**src/sv/cia_pkg.sv**
```systemverilog
`timescale 1ns / 1ps
`default_nettype none

package cia_pkg;

    // default pool size and fixed field widths
    localparam int POOL_SIZE_DEF = 32;
    localparam int STATUS_W      = 3;
    localparam int GRANT_W       = 5;
    localparam int CHAN_W        = 6;

    // request codes
    localparam logic FUNC_ALLOC   = 1'b0;
    localparam logic FUNC_RELEASE = 1'b1;

    // result status codes
    localparam logic [STATUS_W-1:0] ST_GRANTED       = 3'd0;
    localparam logic [STATUS_W-1:0] ST_NONE_FREE     = 3'd1;
    localparam logic [STATUS_W-1:0] ST_RELEASED      = 3'd2;
    localparam logic [STATUS_W-1:0] ST_OUT_OF_RANGE  = 3'd3;
    localparam logic [STATUS_W-1:0] ST_NOT_ALLOCATED = 3'd4;

    // request item
    typedef struct packed {
        logic              func;
        logic [CHAN_W-1:0] channel;
    } t_in_item;

    // result item
    typedef struct packed {
        logic [STATUS_W-1:0] status;
        logic [GRANT_W-1:0]  granted_index;
    } t_out_item;

    // controller states
    typedef enum logic [1:0] {
        S_IDLE,
        S_POP,
        S_HOLD
    } t_state;

endpackage

`default_nettype wire

```
**src/sv/cia_stack_mem.sv**
```systemverilog
`timescale 1ns / 1ps
`default_nettype none

module cia_stack_mem #(
    parameter int DEPTH = cia_pkg::POOL_SIZE_DEF,
    parameter int AW    = $clog2(DEPTH),
    parameter int DW    = $clog2(DEPTH)
) (
    input  wire logic          i_clk,
    input  wire logic          i_wr_en,
    input  wire logic [AW-1:0] i_wr_addr,
    input  wire logic [DW-1:0] i_wr_data,
    input  wire logic          i_rd_en,
    input  wire logic [AW-1:0] i_rd_addr,
    output logic      [DW-1:0] o_rd_data
);

    logic [DW-1:0] r_mem [DEPTH];
    logic [DW-1:0] r_rd_data;

    // write port
    always_ff @(posedge i_clk) begin
        if (i_wr_en) begin
            r_mem[i_wr_addr] <= i_wr_data;
        end
    end

    // registered read port
    always_ff @(posedge i_clk) begin
        if (i_rd_en) begin
            r_rd_data <= r_mem[i_rd_addr];
        end
    end

    assign o_rd_data = r_rd_data;

endmodule

`default_nettype wire

```
**src/sv/cia_ctrl.sv**
```systemverilog
`timescale 1ns / 1ps
`default_nettype none

module cia_ctrl #(
    parameter int POOL_SIZE = cia_pkg::POOL_SIZE_DEF,
    parameter int IDX_W     = $clog2(POOL_SIZE),
    parameter int CNT_W     = $clog2(POOL_SIZE + 1)
) (
    input  wire logic              i_clk,
    input  wire logic              i_rst_n,
    // request side
    input  wire logic              i_in_valid,
    output logic                   o_in_stall,
    input  wire cia_pkg::t_in_item i_in,
    // finished result toward the output register
    output logic                   o_res_valid,
    output cia_pkg::t_out_item     o_res,
    input  wire logic              i_res_take,
    // free stack memory
    output logic                   o_wr_en,
    output logic [IDX_W-1:0]       o_wr_addr,
    output logic [IDX_W-1:0]       o_wr_data,
    output logic                   o_rd_en,
    output logic [IDX_W-1:0]       o_rd_addr,
    input  wire logic [IDX_W-1:0]  i_rd_data
);

    localparam logic [CNT_W-1:0]          POOL_CNT = CNT_W'(POOL_SIZE);
    localparam logic [cia_pkg::CHAN_W:0]  POOL_LIM = (cia_pkg::CHAN_W + 1)'(POOL_SIZE);

    cia_pkg::t_state    r_state, n_state;
    logic [CNT_W-1:0]   r_depth, n_depth;
    logic [CNT_W-1:0]   r_hw, n_hw;
    logic [POOL_SIZE-1:0] r_busy, n_busy;
    cia_pkg::t_out_item r_pend, n_pend;

    logic                accept;
    logic                in_range;
    logic [IDX_W-1:0]    chan_idx;
    logic [IDX_W-1:0]    hw_idx;
    logic [IDX_W+4:0]    hw_ext;
    logic [IDX_W+4:0]    pop_ext;

    assign accept   = i_in_valid && (r_state == cia_pkg::S_IDLE);
    assign in_range = {1'b0, i_in.channel} < POOL_LIM;
    assign chan_idx = i_in.channel[IDX_W-1:0];
    assign hw_idx   = r_hw[IDX_W-1:0];
    assign hw_ext   = {5'b0, hw_idx};
    assign pop_ext  = {5'b0, i_rd_data};

    // next state
    always_comb begin
        n_state = r_state;
        case (r_state)
            cia_pkg::S_IDLE: begin
                if (accept) begin
                    if (i_in.func == cia_pkg::FUNC_ALLOC && r_depth != '0) begin
                        n_state = cia_pkg::S_POP;
                    end else begin
                        n_state = cia_pkg::S_HOLD;
                    end
                end
            end
            cia_pkg::S_POP: begin
                n_state = cia_pkg::S_HOLD;
            end
            cia_pkg::S_HOLD: begin
                if (i_res_take) begin
                    n_state = cia_pkg::S_IDLE;
                end
            end
            default: begin
                n_state = cia_pkg::S_IDLE;
            end
        endcase
    end

    // datapath, memory ports and handshake
    always_comb begin
        n_depth   = r_depth;
        n_hw      = r_hw;
        n_busy    = r_busy;
        n_pend    = r_pend;
        o_wr_en   = 1'b0;
        o_wr_addr = r_depth[IDX_W-1:0];
        o_wr_data = chan_idx;
        o_rd_en   = 1'b0;
        o_rd_addr = IDX_W'(r_depth - CNT_W'(1));
        case (r_state)
            cia_pkg::S_IDLE: begin
                if (accept) begin
                    if (i_in.func == cia_pkg::FUNC_ALLOC) begin
                        if (r_depth != '0) begin
                            // pop the most recently freed index
                            o_rd_en = 1'b1;
                            n_depth = r_depth - CNT_W'(1);
                        end else if (r_hw < POOL_CNT) begin
                            // issue a never-used index
                            n_pend.status        = cia_pkg::ST_GRANTED;
                            n_pend.granted_index = hw_ext[4:0];
                            n_busy[hw_idx]       = 1'b1;
                            n_hw                 = r_hw + CNT_W'(1);
                        end else begin
                            n_pend.status        = cia_pkg::ST_NONE_FREE;
                            n_pend.granted_index = '0;
                        end
                    end else begin
                        n_pend.granted_index = '0;
                        if (!in_range) begin
                            n_pend.status = cia_pkg::ST_OUT_OF_RANGE;
                        end else if (!r_busy[chan_idx] || r_depth >= POOL_CNT) begin
                            n_pend.status = cia_pkg::ST_NOT_ALLOCATED;
                        end else begin
                            // push the index back onto the free stack
                            n_pend.status    = cia_pkg::ST_RELEASED;
                            n_busy[chan_idx] = 1'b0;
                            o_wr_en          = 1'b1;
                            n_depth          = r_depth + CNT_W'(1);
                        end
                    end
                end
            end
            cia_pkg::S_POP: begin
                // popped index arrives from the memory
                n_pend.status        = cia_pkg::ST_GRANTED;
                n_pend.granted_index = pop_ext[4:0];
                n_busy[i_rd_data]    = 1'b1;
            end
            default: begin
            end
        endcase
    end

    assign o_in_stall  = (r_state != cia_pkg::S_IDLE);
    assign o_res_valid = (r_state == cia_pkg::S_HOLD);
    assign o_res       = r_pend;

    // control registers
    always_ff @(posedge i_clk) begin
        if (!i_rst_n) begin
            r_state <= cia_pkg::S_IDLE;
            r_depth <= '0;
            r_hw    <= '0;
            r_busy  <= '0;
        end else begin
            r_state <= n_state;
            r_depth <= n_depth;
            r_hw    <= n_hw;
            r_busy  <= n_busy;
        end
    end

    // pending result
    always_ff @(posedge i_clk) begin
        r_pend <= n_pend;
    end

endmodule

`default_nettype wire

```
**src/sv/channel_index_allocator.sv**
```systemverilog
// channel   direction  handshake               payload
// request   in         i_in_valid / o_in_stall  i_in  (func, channel)
// result    out        o_out_valid / i_out_stall o_out (status, granted_index)
//
// one item in flight: after a request is accepted, the next is taken only once
// its result has moved into the output register; an allocate that pops the free
// stack passes through S_POP first, since the stack memory read is registered
// the result sits in an output register, so a stalled result does not block
// the next request; only a second finished result waits on the output
// synchronous reset clears the stack depth, the high-water counter and the
// busy map; the stack memory is not cleared and holds no valid entry after it
`timescale 1ns / 1ps
`default_nettype none

module channel_index_allocator #(
    parameter int POOL_SIZE = cia_pkg::POOL_SIZE_DEF
) (
    input  wire logic               i_clk,
    input  wire logic               i_rst_n,
    input  wire logic               i_in_valid,
    output logic                    o_in_stall,
    input  wire cia_pkg::t_in_item  i_in,
    output logic                    o_out_valid,
    input  wire logic               i_out_stall,
    output cia_pkg::t_out_item      o_out
);

    localparam int IDX_W = $clog2(POOL_SIZE);
    localparam int CNT_W = $clog2(POOL_SIZE + 1);

    logic               res_valid;
    logic               res_take;
    cia_pkg::t_out_item res;
    logic               wr_en;
    logic [IDX_W-1:0]   wr_addr;
    logic [IDX_W-1:0]   wr_data;
    logic               rd_en;
    logic [IDX_W-1:0]   rd_addr;
    logic [IDX_W-1:0]   rd_data;
    logic               r_out_valid;
    cia_pkg::t_out_item r_out;

    // allocation control
    cia_ctrl #(
        .POOL_SIZE (POOL_SIZE),
        .IDX_W     (IDX_W),
        .CNT_W     (CNT_W)
    ) u_ctrl (
        .i_clk       (i_clk),
        .i_rst_n     (i_rst_n),
        .i_in_valid  (i_in_valid),
        .o_in_stall  (o_in_stall),
        .i_in        (i_in),
        .o_res_valid (res_valid),
        .o_res       (res),
        .i_res_take  (res_take),
        .o_wr_en     (wr_en),
        .o_wr_addr   (wr_addr),
        .o_wr_data   (wr_data),
        .o_rd_en     (rd_en),
        .o_rd_addr   (rd_addr),
        .i_rd_data   (rd_data)
    );

    // free stack storage
    cia_stack_mem #(
        .DEPTH (POOL_SIZE),
        .AW    (IDX_W),
        .DW    (IDX_W)
    ) u_stack (
        .i_clk     (i_clk),
        .i_wr_en   (wr_en),
        .i_wr_addr (wr_addr),
        .i_wr_data (wr_data),
        .i_rd_en   (rd_en),
        .i_rd_addr (rd_addr),
        .o_rd_data (rd_data)
    );

    // output register takes a result when empty or being drained
    assign res_take = res_valid && (!r_out_valid || !i_out_stall);

    always_ff @(posedge i_clk) begin
        if (!i_rst_n) begin
            r_out_valid <= 1'b0;
        end else if (res_take) begin
            r_out_valid <= 1'b1;
        end else if (!i_out_stall) begin
            r_out_valid <= 1'b0;
        end
    end

    always_ff @(posedge i_clk) begin
        if (res_take) begin
            r_out <= res;
        end
    end

    assign o_out_valid = r_out_valid;
    assign o_out       = r_out;

endmodule

`default_nettype wire

```
**config.mk**
```make
export PLATFORM = sky130hd
export DESIGN_NAME = channel_index_allocator
export DESIGN_NICKNAME = d
export VERILOG_FILES = /design/src/sv/cia_pkg.sv /design/src/sv/cia_stack_mem.sv /design/src/sv/cia_ctrl.sv /design/src/sv/channel_index_allocator.sv
export SDC_FILE = /design/constraint.sdc
export NUM_CORES = 1
export LEC_CHECK = 0
export BUFFER_PORTS_ARGS = -buffer_cell sky130_fd_sc_hd__buf_4
export CORE_MARGIN = 4
export CORE_UTILIZATION = 45
export CTS_CLUSTER_DIAMETER = 200
export DETAILED_ROUTE_END_ITERATION = 10
export PLACE_DENSITY_LB_ADDON = 0.2
export SYNTH_ARGS = -nofsm -noshare
export SYNTH_HDL_FRONTEND = slang
export SYNTH_SLANG_ARGS = --single-unit
```
**constraint.sdc**
```tcl
create_clock -name i_clk -period 3.2 [get_ports i_clk]
set_input_delay 0 -clock i_clk [delete_from_list [all_inputs] [get_ports i_clk]]
set_output_delay 0 -clock i_clk [all_outputs]
set_load 0.005 [all_outputs]
```
==> results of run 1 <==
[per-layer routing]
metal  GRT usage  share of wire  up-vias  wire, microns
met5           0              0        -              0
met4      0.0431          0.020        0            470
met3      0.0296          0.066       40           1560
met2       0.310           0.48      257          11300
met1       0.281           0.44     3149          10400
li1            -              -     2820              -
[power by group]
group | internal, mW | switching [mW] | leakage (nW)
logic | 0.206 | 0.280 | 1.39
clock network | 1.64 | 1.17 | 0.390
registers | 3.23 | 0.0224 | 2.02
[area by class of cell]
class	count	area (sq um)	area share
multi-input cells	418	3560	0.308
clock inverters	18	204	0.0176
well taps	280	350	0.0303
clock buffers	26	608	0.0525
inverters	6	22.5	0.00195
flip-flops and latches	228	6380	0.551
repair buffers	53	448	0.0387
[critical path, delay by kind of cell (launching register included)]
kind	cells	cell delay, ns
multiplexers	3	1.19
adder cells (fa/ha/maj)	1	0.37
buffers and inverters	2	0.34
flip-flops	1	0.46
[state kept, by name, indices dropped and copies added, names as in the netlist]
register / cells
u_stack.r_mem: 160
u_ctrl.r_busy: 32
o_out: 8
u_ctrl.o_res: 8
u_ctrl.r_depth: 6
u_ctrl.r_hw: 6
u_stack.o_rd_data: 5
u_ctrl.r_state: 2
o_out_valid: 1
[layout by cell type (no fill, tap or decap), drive strengths merged, types with 3 or more instances in the layout]
| cell | n |
|---|---|
| xnor2 | 7 |
| or3 | 3 |
| buf | 48 |
| dfxtp | 47 |
| ha | 8 |
| mux2 | 7 |
| nor3 | 4 |
| nor2b | 9 |
| and2 | 5 |
| clkinvlp | 4 |
| clkbuf | 26 |
| nor3b | 3 |
| o22ai | 33 |
| nand2 | 70 |
| and3 | 5 |
| nand2b | 11 |
| bufinv | 3 |
| clkinv | 9 |
| or2 | 3 |
| inv | 8 |
| nand4 | 5 |
| a22o | 5 |
| edfxtp | 181 |
| o221ai | 32 |
| a21oi | 6 |
| nand3 | 17 |
| nor2 | 53 |
| nand3b | 5 |
| mux4 | 52 |
| mux2i | 49 |
| dlygate4sd3 | 5 |
| a31oi | 4 |
[synthesized netlist by cell type (all sizes together) (2+ instances only)]
cell	count	area, sq um
a211oi	2	15.0
a21oi	6	30.0
a22o	5	43.8
a22oi	2	15.0
a31oi	4	40.0
and2	5	31.3
and3	5	31.3
buf	16	129
clkbuf	29	109
dfxtp	47	941
edfxtp	181	5440
ha	8	100
inv	6	22.5
mux2	7	78.8
mux2i	49	490
mux4	52	1170
nand2	70	263
nand2b	11	68.8
nand3	17	85.1
nand3b	5	37.5
nand4	5	31.3
nor2	53	199
nor2b	9	56.3
nor3	4	20.0
nor3b	3	22.5
nor4	2	12.5
o21a	2	15.0
o21ai	2	10.0
o221ai	32	280
o22ai	33	206
or2	3	18.8
or3	3	18.8
or3b	2	17.5
xnor2	7	61.3
[worst paths after layout]
path                          endpoint  slack, ns  cells after the start
setup / recovery  u_stack.o_rd_data[0]       0.53                      6
hold / removal       u_ctrl.r_depth[1]       0.08                      3
setup reg to reg  u_stack.o_rd_data[0]       0.53                      6
hold reg to reg               o_out[7]       0.42                      0
[cells by family (layout without fill, tap and decap cells)]
| group | after synthesis | after routing | share of synthesized area |
|---|---|---|---|
| AND/OR/NAND/NOR | 199 | 199 | 0.0913 |
| XOR/XNOR | 8 | 8 | 0.00687 |
| AO/OA/AOI/OAI | 95 | 95 | 0.0702 |
| flip-flops | 228 | 228 | 0.626 |
| adder cells (fa/ha/maj) | 8 | 8 | 0.00982 |
| buffers and inverters | 51 | 103 | 0.0255 |
| multiplexers | 108 | 108 | 0.171 |
==> flow_metrics.env, run 1 <==
export IMPL_syn_area_sq_mm=0.0102
export IMPL_cts_setup_buffers=0
export IMPL_cts_root_buffer="clkbuf_16"
export IMPL_vias_per_cell=6.09
export IMPL_syn_num_nets=716
export IMPL_crit_fanout=40
export IMPL_grt_pass1_vias=6236
export IMPL_nFillCells=1778
export IMPL_fin_area_sq_mm=0.0116
export IMPL_fin_nets=750
export IMPL_finalClockSkew_ns=0.0239
export IMPL_end_kind="register"
export IMPL_setup_violations=0
export IMPL_synth_distinct_cells=48
export IMPL_drive_gt1_frac=0.211
export IMPL_final_core_util=0.526
export IMPL_hold_slack_ns=0.0793
export IMPL_max_cap_violations=0
export IMPL_critPathLaunchType="register"
export IMPL_synth_edff_count=181
export IMPL_final_antenna_net_count=0
export IMPL_min_from="i_rst_n"
export IMPL_cts_buffers_inserted=24
export IMPL_crit_slowest_cell="mux4_2"
export IMPL_worstMarginPinSlew_ns=0.788
export IMPL_grt_pass1_wl_microns=37200
export IMPL_hold_viol=0
export IMPL_dp_slack_ns=0.541
export IMPL_io_buffers=20
export IMPL_clk_pin_slew_ns=0.07
export IMPL_vias=6266
export IMPL_startpoint="u_ctrl.r_depth[1]"
export IMPL_synth_seq_cells=228
export IMPL_io_pins=21
export IMPL_start_util=0.463
export IMPL_die_y_microns=159
export IMPL_die_width_microns=159
export IMPL_ys_warn_count=0
export IMPL_htreeDepth=1
export IMPL_post_drt_wl_per_cell_microns=23.1
export IMPL_cts_tree="yes"
export IMPL_grt_usage=0.193
export IMPL_cp_data_required_time_ns=3.47
export IMPL_crit_arrival_ns=2.93
export IMPL_dp_cells=980
export IMPL_instances_no_fill=1029
export IMPL_power_density_mw_per_mm2=566
export IMPL_coreArea_sq_mm=0.0220
export IMPL_max_stage_delay_ns=0.54
export IMPL_dp_hpwl_microns=15600
export IMPL_finalSetupTns_ns=0
export IMPL_p_leak_nw=3.80
export IMPL_drc_errors=0
export IMPL_antenna_found_initial=0
export IMPL_fmax_mhz=375
export IMPL_drt_iter0_drc=727
export IMPL_ys_seq_area_frac=0.626
export IMPL_period_share=0.833
export IMPL_ctsResizeCount=0
export IMPL_regToRegStartpoint="u_ctrl.r_depth[1]"
export IMPL_routed_wl_microns=23800
export IMPL_clockBufferDepth=3
export IMPL_gr_total_overflow=0
export IMPL_cts_sinks=228
export IMPL_syn_area_per_cell_sq_um=14.6
export IMPL_place_congestion=0.825
export IMPL_relSlewSlack=0.474
export IMPL_ir_drop_uv=349
export IMPL_slew_violations=0
export IMPL_critPathKind="register to register"
export IMPL_n_antenna_cell=0
export IMPL_fin_ws_ns=0.535
export IMPL_power_total_mw=6.55
export IMPL_worstSkewPairLatency_ns=0.52
export IMPL_crit_top_cell="mux4_2"
export IMPL_rsz0062_at_grt="no"
export IMPL_worstPathCellList="inv_1 > ha_1 > buf_12 > mux4_2 > mux4_2 > mux2_2"
export IMPL_status="finished, final reports clean"
export IMPL_period_needed_ns=2.67
export IMPL_area_growth_pct=13.6
export IMPL_die_area_sq_mm=0.0251
export IMPL_synthArstFlopShare=0
export IMPL_num_rows=54
export IMPL_syn_inst=697
export IMPL_hp_class="input pin to register"
export IMPL_dpl_cell_area_sq_mm=0.0107
export IMPL_cts_hold_buf=5
export IMPL_grt_max_degree=85
export IMPL_synth_ff_type="edfxtp_1"
export IMPL_first_pass_iters=6
Power figures use the tool's default switching activity.
==> inputs of run 2 (changes only) <==
clock period = 2.4 ns   (was 3.2 ns; I/O delays follow)
==> run 2 against run 1 <==
Effect of this change: sequential share of layout area fell by 2.1 points; clock skew down 0.0083 ns; largest cell class unchanged; sequential power rose by 33%; clock power increased by 23%.
==> flow_metrics.env, run 2 (synthesis gave the netlist of run 1 again) <==
export IMPL_status="finished, final reports clean"
export IMPL_cts_root_buffer="clkbuf_16"
export IMPL_period_needed_ns=2.35
export IMPL_crit_arrival_ns=2.59
export IMPL_drive_gt1_frac=0.273
export IMPL_reg_top3="u_stack.r_mem x160, u_ctrl.r_busy x32"
export IMPL_max_cap_violations=0
export IMPL_fin_ws_ns=0.0543
export IMPL_die_y_microns=159
export IMPL_vias=6461
export IMPL_clk_pin_slew_ns=0.07
export IMPL_reg2reg_slack_ns=0.05
export IMPL_hold_end="u_ctrl.r_state[1]"
export IMPL_power_total_mw=8.54
export IMPL_final_antenna_net_count=0
export IMPL_start_util=0.463
export IMPL_drc_errors=0
export IMPL_layout_common_cells="181 x edfxtp_1, 70 x nand2_1, 70 x buf_4, 52 x mux4_2, 49 x mux2i_1"
export IMPL_finalClockSkew_ns=0.0156
export IMPL_hp_class="input pin to register"
export IMPL_worstMarginPinSlew_ns=0.787
export IMPL_critPathLaunchType="register"
export IMPL_grt_pass1_wl_microns=37200
export IMPL_io_buffers=20
export IMPL_power_density_mw_per_mm2=709
export IMPL_cts_buffers_inserted=23
export IMPL_die_area_sq_mm=0.0251
export IMPL_slew_violations=0
export IMPL_fmax_mhz=426
export IMPL_grt_pass1_vias=6283
export IMPL_grt_usage=0.194
export IMPL_vias_per_cell=6.08
export IMPL_place_congestion=0.861
export IMPL_post_drt_wl_per_cell_microns=22.6
export IMPL_setup_violations=0
export IMPL_gr_total_overflow=0
export IMPL_io_pins=21
export IMPL_hold_viol=0
export IMPL_worst_r2r_cell_count=6
export IMPL_end_kind="register"
export IMPL_final_common_cell="edfxtp_1"
export IMPL_period_share=0.977
export IMPL_num_rows=54
export IMPL_cp_data_required_time_ns=2.64
export IMPL_regToRegStartpoint="u_ctrl.r_depth[0]"
export IMPL_cts_sinks=228
export IMPL_fin_nets=786
export IMPL_ir_drop_uv=442
export IMPL_largest_register="u_stack.r_mem"
export IMPL_routed_wl_microns=24000
export IMPL_worstSkewPairLatency_ns=0.51
export IMPL_clockBufferDepth=3
export IMPL_n_antenna_cell=0
export IMPL_first_pass_iters=5
export IMPL_r2r_end="u_stack.o_rd_data[4]"
export IMPL_finalSetupTns_ns=0
export IMPL_cts_tree="yes"
export IMPL_min_from="i_rst_n"
export IMPL_htreeDepth=1
export IMPL_p_leak_nw=4.03
export IMPL_grt_max_degree=85
export IMPL_nFillCells=1776
export IMPL_relSlewSlack=0.476
export IMPL_dp_hpwl_microns=16100
export IMPL_drt_iter0_drc=650
export IMPL_area_growth_pct=18.1
export IMPL_antenna_found_initial=0
export IMPL_dp_slack_ns=-0.156
export IMPL_coreArea_sq_mm=0.0220
export IMPL_crit_fanout=16
export IMPL_hold_depth=2
export IMPL_largest_reg_flops=160
export IMPL_die_width_microns=159
export IMPL_critPathKind="register to register"
-- run 2: cell types whose count changed in the layout (fill, tap and decap cells not counted), moves of 3 or more --
cell / change
buf_4: +25
nor2_1: -18
nor2_2: +18
buf_12: +6
mux2_2: -3
mux2_4: +3
-- run 2: what timing repair did --
item                                   4_1_cts  5_1_grt
gates cloned                                 1        2
setup buffers                                1        0
endpoints found under the hold margin       18        0
resized for setup                            7       22
pin swaps                                    1        1
hold buffers                                 6        0
setup endpoints to repair                  201      128
-- run 2: stage by stage --
step	instances	util	hold WS, ns	area (sq um)
4_1_cts	1061	0.541	0.0838	11900
3_3_place_gp	1012	0.503	0.257	11100
3_5_place_dp	1012	0.503	0.258	11100
2_1_floorplan	697	-	0.0989	10300
5_1_grt	1063	0.547	0.111	12000
6_report	1063	0.547	0.0837	12000
-- run 2: metal layers --
metal	vias up	part of all wire	GRT usage
met5	-	0	0
met1	3296	0.44	0.280
met3	30	0.063	0.0310
met4	0	0.012	0.0361
met2	245	0.48	0.316
li1	2890	-	-
-- run 2: cell type report --
cell class              instances  area, sq um  share of cell area
well taps                     280          350              0.0291
clock inverters                15          120             0.00998
multi-input cells             418         3670               0.304
flip-flops and latches        228         6380               0.530
inverters                       6         25.0             0.00208
clock buffers                  26          618              0.0513
repair buffers                 90          882              0.0733
-- run 2: worst max-delay path, cell delays in order, from the launching register on --
cell and delay (ns):
dfxtp_4 0.37, inv_4 0.05, ha_4 0.33, buf_12 0.17, mux4_2 0.34, mux4_2 0.51
mux2_2 0.31
-- run 2: how the worst max path moves through the flow --
stage | slack, ns | depth (start not counted) | start | end
final | 0.05 | 6 | u_ctrl.r_depth[0] | u_stack.o_rd_data[4]
after floorplan | -0.04 | 9 | u_ctrl.r_depth[0] | u_stack.o_rd_data[4]
after detailed placement | -0.16 | 9 | u_ctrl.r_busy[28] | u_stack.r_mem[6][4]
after global placement | -0.11 | 9 | u_ctrl.r_busy[30] | u_stack.r_mem[2][2]
after CTS | 0.02 | 5 | u_ctrl.r_depth[0] | u_stack.o_rd_data[0]
after global routing | -0.0005 | 7 | u_ctrl.r_busy[4] | u_stack.r_mem[5][0]
-- run 2: report_power, final --
part | total, mW | switching, mW | leakage [nW] | internal, mW
Sequential | 4.33 | 0.0225 | 2.02 | 4.30
Combinational | 0.764 | 0.421 | 1.65 | 0.343
Clock | 3.45 | 1.48 | 0.358 | 1.97
==> inputs of run 3 (changes only) <==
SYNTH_HIERARCHICAL = 1   (was default)
==> run 3 against run 2 <==
Effect of this change: count of clock-buffer cells in the layout increased by 2; synthesized cell count shrank 2.3%; largest power group unchanged; first-iteration DRC count rose by 24%; largest cell class unchanged; hold slack got worse by 0.050 ns.
==> flow_metrics.env, run 3 <==
export IMPL_status="finished, final reports clean"
export IMPL_instances_no_fill=1027
export IMPL_hp_class="input pin to register"
export IMPL_relSlewSlack=0.473
export IMPL_crit_fanout=5
export IMPL_start_util=0.462
export IMPL_final_antenna_net_count=0
export IMPL_cts_buffers_inserted=24
export IMPL_pwr_share_clk=0.368
export IMPL_final_common_cell="edfxtp_1"
export IMPL_grt_usage=0.205
export IMPL_final_core_util=0.538
export IMPL_die_y_microns=158
export IMPL_period_needed_ns=2.38
export IMPL_regToRegStartpoint="u_ctrl/r_depth[1]"
export IMPL_first_pass_iters=5
export IMPL_synth_common_cells="181 x edfxtp_1, 54 x nor2_1, 50 x mux4_2"
export IMPL_reg2reg_slack_ns=0.02
export IMPL_vias=6445
export IMPL_layout_common_cells="181 x edfxtp_1, 65 x buf_4, 50 x mux4_2, 45 x dfxtp_1, 33 x nor2_1"
export IMPL_yosysTopAreaCell="edfxtp_1"
export IMPL_worstMarginPinSlew_ns=0.789
export IMPL_worstPathCellList="inv_2 > ha_4 > xor2_4 > buf_12 > clkbuf_16 > mux4_2 > mux4_2 > mux2_4"
export IMPL_clk_pin_slew_ns=0.06
export IMPL_synthArstFlopShare=0
export IMPL_coreArea_sq_mm=0.0220
export IMPL_critPathKind="register to register"
export IMPL_end_kind="register"
export IMPL_crit_top_cell="mux4_2"
export IMPL_finalClockSkew_ns=0.0282
export IMPL_crit_slowest_cell="mux4_2"
export IMPL_syn_area_per_cell_sq_um=15.0
export IMPL_place_congestion=0.893
export IMPL_finalSetupTns_ns=0
export IMPL_antenna_found_initial=0
export IMPL_cts_sinks=228
export IMPL_syn_inst=681
export IMPL_nFillCells=1745
export IMPL_ys_seq_area_frac=0.626
export IMPL_drive_gt1_frac=0.272
export IMPL_dp_hpwl_microns=16800
export IMPL_synth_top_area_frac=0.534
export IMPL_die_area_sq_mm=0.0251
export IMPL_regArea_sq_mm=0.00638
export IMPL_power_frac_comb=0.171
export IMPL_ir_drop_uv=457
export IMPL_clockBufferDepth=3
export IMPL_fmax_mhz=421
export IMPL_multi_input_area_sq_mm=0.00361
export IMPL_largest_reg_flops=160
export IMPL_n_antenna_cell=0
export IMPL_hold_viol=0
export IMPL_max_stage_delay_ns=0.52
export IMPL_reg_top3="u_stack/r_mem x160, u_ctrl/r_busy x32"
export IMPL_synth_most_common_cell="edfxtp_1"
export IMPL_setup_violations=0
export IMPL_cts_tree="yes"
export IMPL_p_leak_nw=3.97
export IMPL_io_buffers=20
export IMPL_gr_total_overflow=0
export IMPL_crit_arrival_ns=2.66
export IMPL_num_rows=54
export IMPL_area_growth_pct=16.4
export IMPL_period_share=0.991
export IMPL_slew_violations=0
export IMPL_fin_nets=747
export IMPL_sw_frac_of_total=0.247
export IMPL_critPathLaunchType="register"
export IMPL_synth_distinct_cells=50
export IMPL_largest_register="u_stack/r_mem"
export IMPL_vias_per_cell=6.28
export IMPL_drc_errors=0
export IMPL_p_seq_frac=0.461
export IMPL_post_drt_wl_per_cell_microns=24.6
export IMPL_syn_area_sq_mm=0.0102
export IMPL_grt_pass1_wl_microns=39000
export IMPL_io_pins=21
export IMPL_cp_data_required_time_ns=2.68
export IMPL_routed_wl_microns=25200
export IMPL_rsz0062_at_grt="yes"
export IMPL_grt_pass1_vias=6345
export IMPL_cts_root_buffer="clkbuf_16"
export IMPL_die_width_microns=158
export IMPL_hold_depth=4
export IMPL_htreeDepth=1
export IMPL_hold_end="u_ctrl/r_busy[3]"
export IMPL_power_density_mw_per_mm2=811
export IMPL_p_int_mw=7.23
export IMPL_synth_edff_count=181
export IMPL_synth_seq_cells=228
export IMPL_synthTopCellsByArea="edfxtp_1 53%, mux4_2 11%, dfxtp_1 9.2%"
export IMPL_max_cap_violations=0
export IMPL_synth_ff_type="edfxtp_1"
export IMPL_dp_cells=978
export IMPL_r2r_end="u_stack/o_rd_data[0]"
export IMPL_power_switching_mw=2.38
export IMPL_worstSkewPairLatency_ns=0.53
export IMPL_syn_num_nets=698
export IMPL_grt_max_degree=55
export IMPL_ys_warn_count=6
export IMPL_drt_iter0_drc=803
export IMPL_worst_r2r_cell_count=8
export IMPL_min_from="i_in[0]"
run 3: cell count changes after synthesis, moves of 19 or more:
| cell | previous run | this run |
|---|---|---|
| a22o_1 | 5 | 26 |
| a32oi_1 | 0 | 32 |
| mux2i_1 | 49 | 23 |
| o221ai_1 | 32 | 0 |
| a41oi_1 | 0 | 32 |
| o22ai_1 | 33 | 14 |
| nand2_1 | 70 | 32 |
run 3: power groups by stage:
stage	sequential, mW	clock [mW]	combinational, mW
floorplan	4.49	0	1.04
global placement	4.52	0	1.46
detailed placement	4.52	0	1.48
CTS	4.43	3.59	1.56
global route	4.44	3.77	1.75
finish	4.43	3.54	1.64
run 3: logic make-up after synthesis:
group           share of synthesized area
flops                               0.626
compound gates                      0.101
xor+xnor                          0.00688
fa+ha+maj                         0.00737
mux                                 0.140
buf+inv                            0.0319
simple gates                       0.0867
run 3: how the worst max path moves through the flow:
stage,start,to,slack (ns)
detailed placement,u_ctrl/r_depth[0],u_stack/o_rd_data[0],-0.13
global route,u_ctrl/r_busy[23],u_stack/r_mem[7][4],-0.07
CTS,u_ctrl/r_depth[1],u_stack/o_rd_data[3],-0.0004
finish,u_ctrl/r_depth[1],u_stack/o_rd_data[0],0.02
floorplan,u_ctrl/r_depth[0],u_stack/o_rd_data[0],0.0008
global placement,u_ctrl/r_depth[0],u_stack/o_rd_data[1],-0.14
run 3: timing repair:
item,in CTS,in global routing
hold buffers,3,0
pin swaps,0,1
hold endpoints to repair,16,0
resized for setup,6,33
endpoints found under the setup margin,10,160
gates cloned,1,1
setup buffers,1,0
run 3: per-layer routing:
layer / share of wire / track usage
met1: 0.42 / 0.296
met2: 0.48 / 0.324
met3: 0.077 / 0.0329
met4: 0.024 / 0.0593
met5: 0 / 0
run 3: stage by stage:
step           instance area [sq um]  worst slack, ns  power (mW)  hold WS, ns
6_report                       11900           0.0223        9.61       0.0334
5_1_grt                        11900          -0.0716        9.96       0.0463
4_1_cts                        11700        -0.000358        9.58       0.0161
3_5_place_dp                   10900           -0.125        6.00        0.286
3_3_place_gp                   10900           -0.135        5.98        0.268
2_1_floorplan                  10200         0.000825        5.52        0.128
run 3: worst max-delay path, delay by kind of cell, from the launching register on:
family                     cells  cell delay, ns
muxes                          3            1.13
xor gates and xnor gates       1            0.17
adders and majority gates      1            0.17
buffers and inverters          3            0.37
DFF                            1            0.32
run 3: cell type report:
cell class | count | share of cell area
Sequential cell | 228 | 0.538
Multi-Input combinational cell | 389 | 0.304
Timing Repair Buffer | 78 | 0.0616
Clock buffer | 28 | 0.0519
Tap cell | 280 | 0.0296
Clock inverter | 15 | 0.0115
Inverter | 9 | 0.00285
